[src/design/bpe_pkg.sv]
package bpe_pkg;
	localparam int GRID_SIZE_DEF = 4;
	localparam int COORD_W = 24;
	localparam int PARAM_W = 17;
	localparam logic [PARAM_W-1:0] ONE_Q16 = 17'h10000;
	localparam logic CMD_LOAD = 1'b0;
	localparam logic CMD_EVAL = 1'b1;

	typedef logic signed [COORD_W-1:0] coord_t;
	typedef struct packed {
		coord_t z;
		coord_t y;
		coord_t x;
	} point_t;
endpackage

[src/design/bpe_cell.sv]
// One de Casteljau cell: holds one point, lerps it toward its right neighbor.
module bpe_cell (
	input  logic                     clk,
	input  logic                     load,
	input  logic                     step,
	input  bpe_pkg::point_t          load_pt,
	input  bpe_pkg::point_t          right_pt,
	input  logic [bpe_pkg::PARAM_W-1:0] t,
	output bpe_pkg::point_t          pt
);
	import bpe_pkg::*;

	point_t pt_q;
	point_t lerp_pt;

	function automatic coord_t lerp(coord_t a, coord_t b, logic [PARAM_W-1:0] tt);
		logic signed [42:0] p;
		logic signed [25:0] d;
		d = 26'(b) - 26'(a);
		p = 43'(a) * 43'sd65536 + 43'(d) * $signed({1'b0, tt}) + 43'sd32768;
		return coord_t'(p >>> 16);
	endfunction

	always_comb begin
		lerp_pt.x = lerp(pt_q.x, right_pt.x, t);
		lerp_pt.y = lerp(pt_q.y, right_pt.y, t);
		lerp_pt.z = lerp(pt_q.z, right_pt.z, t);
	end

	always_ff @(posedge clk) begin
		if (load)
			pt_q <= load_pt;
		else if (step)
			pt_q <= lerp_pt;
	end

	assign pt = pt_q;
endmodule

[config.mk]
export PLATFORM = sky130hd
export DESIGN_NAME = bpe_cell
export DESIGN_NICKNAME = d
export VERILOG_FILES = /design/src/design/bpe_pkg.sv /design/src/design/bpe_cell.sv
export SDC_FILE = /design/constraint.sdc
export NUM_CORES = 2
export LEC_CHECK = 0
export ABC_AREA = 0
export BUFFER_PORTS_ARGS = -buffer_cell sky130_fd_sc_hd__buf_2
export CAP_MARGIN = 5
export CELL_PAD_IN_SITES_DETAIL_PLACEMENT = 1
export CELL_PAD_IN_SITES_GLOBAL_PLACEMENT = 1
export CORE_ASPECT_RATIO = 1.25
export CORE_MARGIN = 2
export CORE_UTILIZATION = 48
export DETAILED_ROUTE_END_ITERATION = 8
export GPL_ROUTABILITY_DRIVEN = 1
export GPL_TIMING_DRIVEN = 0
export PLACE_DENSITY_LB_ADDON = 0.1
export SYNTH_ARGS = -nofsm -noshare
export SYNTH_HDL_FRONTEND = slang
export SYNTH_SLANG_ARGS = --single-unit
[constraint.sdc]
create_clock -name clk -period 17.1 [get_ports clk]
set_input_delay 3.42 -clock clk [delete_from_list [all_inputs] [get_ports clk]]
set_output_delay 3.42 -clock clk [all_outputs]
set_load 0.05 [all_outputs]
==> metrics.md <==
| Metric | Value |
|---|---|
| Vias in the first global route | around 46000 |
| Commonest register cell after synthesis | edfxtp_1 |
| Largest net degree at the start of global routing | 39 |
| Final period utilization | between 80% and 90% |
| Worst hold stages | 6 |
| Final GP Congestion | about 0.97 |
| CTS tree | yes |
| Fin. max-slew vios | 20 |
| Number of flops mapped to enable cells by yosys | 72 |
| Rows | between 100 and 150 |
| Final Hold Fails | 0 |
| RSZ-0062 raised after global routing | false |
| Fmax | ~72 MHz |
| Reg clk slew, reported paths | ~90 ps |
| Critical path endpoint category | flop |
| Register bit total from synthesis | between 70 and 80 |
| R2R setup slack | 5830 ps |
| Dpl cells | approximately 7500 |
| Hold Startpoint | pt[71] |
| Die Span Y | around 370 um |
| Detailed-route via count | 40359 |
| Post-route insts no fill | between 7000 and 8000 |
| Hold buffer count at CTS | 0 |
| Crit Path Category | in -> reg |
| Sink Count | a little over 70 |
| Die width | approximately 300 um |
| Final ANT Viol Nets | 0 |
| Layout cells sized above 1 | under 10% |
| Startpoint types | input port |
| DP HPWL | between 150000 and 200000 um |
| Max Cap Viol | 4 |
| Initial core utilization | between 40% and 50% |
| CTS-repair resized insts | 0 |
| Synth area leaders | fa_1 (49%), inv_1 (12%), ha_1 (9.3%) |
| Pre-antenna DRT Iters | 7 |
| Most used cell, CP | fa_1 |
| Hold Path End | pt[71] |
| Final setup margin | ~3200 ps |
| Worst path max stage delay | slightly above 800 ps |
| Async SR Flop Fraction | 0% |
| Nets | 7865 |
| Final Cell Area | around 55000 um2 |
| Post-Synthesis Cells | between 5000 and 6000 |
| Post-route DRC | 0 |
| Post-synth top area share | 48.7% |
| Port Buffers | 223 |
| Synth Area per Inst | roughly 8.9 um2 |
| Worst r2r dst | pt[69] |
| Fin Setup TNS | 0 ps |
| R2R cell count | 31 |
| CP top delay family | compound AO/OA/AOI/OAI gates |
| I/O pin count | approximately 240 |
| Worst slack, placed | between 2000 and 3000 ps |
| Worst Path Required | between 15000 and 20000 ps |
| CP arrival | around 14000 ps |
| Worst skew pair latency | between 400 and 500 ps |
| Final WL | 189000 um |
| DR vias/cell | 5.37 |
| Synth cell count leaders | inv_1 (1708), fa_1 (1257), nand2_1 (643), and2_1 (607), ha_1 (384) |
| R2r startpoint | pt[48] |
| Slew headroom | -2.08% |
| Slowest cell on crit path | o31ai_1 |
| Top-count cell post-synth | inv_1 |
| Yosys top cell by area | fa_1 |
| Slew of the pin with the lowest slew margin | around 1500 ps |
| Buf/Inv on CP | 8 |
| Max FFs per register | slightly above 70 |
| Clock root cell | clkbuf_16 |
| Iter 0 DRT Violations | around 2600 |
| Maximum clock path buffer count | 2 |
| CORE AREA | between 100000 and 150000 um2 |
| Worst hold path class | reg -> reg |
| Layout Area Growth over Synthesis | 6.71% |
| Total clock buffers created by CTS | 9 |
| Synth Cell Area | a little over 50000 um2 |
| Die area | approximately 110000 um2 |
| Final min period | 13870 ps |
| Final Setup Violations | 0 |
| Global-route wire length before repair | 284000 um |
| Clock skew | 24.7 ps |
| Antenna violations before repair | 35 |
| Htree depth | 3 |
| Ys Warns | 0 |
| Routed length per instance | 25.1 um |
| Cell variety after synth | between 70 and 80 |
| Failing checks | capacitance limit, slew limit |
| Gr usage total | between 30% and 40% |
| Syn_nets | roughly 7600 |
| Post-CTS Setup Repair Bufs | 0 |
| Placed cell areas | between 50000 and 60000 um2 |
| Register area share after synthesis | about 4.2% |
| Total grt overflow | 0 |
| Status | finished with violations |
| Crit Path Max Fanout | 10 |
worst register-to-register path: cells and delay by family (launching register included):
kind            cells  cell delay [ps]
xor+xnor            1             1010
simple gates        5              780
buf+inv             4              680
compound gates     12             3790
fa+ha+maj           9             4240
flops               1              560
through the flow:
stage	utilization [%]	hold WS (ps)
after floorplan	-	1410
after global placement	51.1	1330
after detailed placement	51.3	1400
after CTS	51.5	1410
after global routing	51.6	1530
final	51.6	1400
metal layers:
metal,vias up,share of wire [%],global-route usage (%)
met2,1422,49,60.7
met4,12,7.2,22.6
met5,-,0.045,0
met1,21196,37,41.5
met3,493,6.5,5.64
li1,17236,-,-
layout by cell type, fill, tap and decap left out, drive strengths merged, types with 16 or more instances in the layout:
cell type,instances
ha,384
o21a,29
inv,1710
nor2,68
edfxtp,72
xnor2,123
o31ai,16
a21oi,103
a21o,46
buf,242
fa,1257
diode,22
xor2,40
nor3,30
nor2b,87
nand2,643
and3,27
nand2b,49
clkbuf,233
o21ai,126
and2,612
nand3,26
cell families after synthesis:
group / count (synthesis) / share of synthesized area, %
AOI/OAI and AO/OA: 412 / 5.10
xor gates and xnor gates: 165 / 2.85
adders and majority gates: 1641 / 58.0
DFF: 72 / 4.18
muxes: 5 / 0.104
buffers and inverters: 1937 / 14.1
and+or+nand+nor: 1580 / 15.7
how the worst max path moves through the flow:
stage | to | start | cells after the start
2_1_floorplan | pt[47] | right_pt[24] | 35
3_3_place_gp | pt[23] | right_pt[0] | 35
3_5_place_dp | pt[23] | right_pt[0] | 37
4_1_cts | pt[23] | right_pt[0] | 35
5_1_grt | pt[69] | right_pt[48] | 32
6_report | pt[23] | right_pt[0] | 35
final cells by class:
cell class | instances | area, um2
clock inverters | 6 | 68.8
inverters | 1709 | 6410
plain buffers | 228 | 882
diodes | 22 | 55.1
multi-input cells | 3803 | 42200
flip-flops and latches | 72 | 2160
fillers | 12787 | 51700
clock buffers | 10 | 229
repair buffers | 237 | 1310
well taps | 1428 | 1790
Power is not shown: default switching activity piles up to over one toggle a cycle in this logic, so the estimate is an artifact.
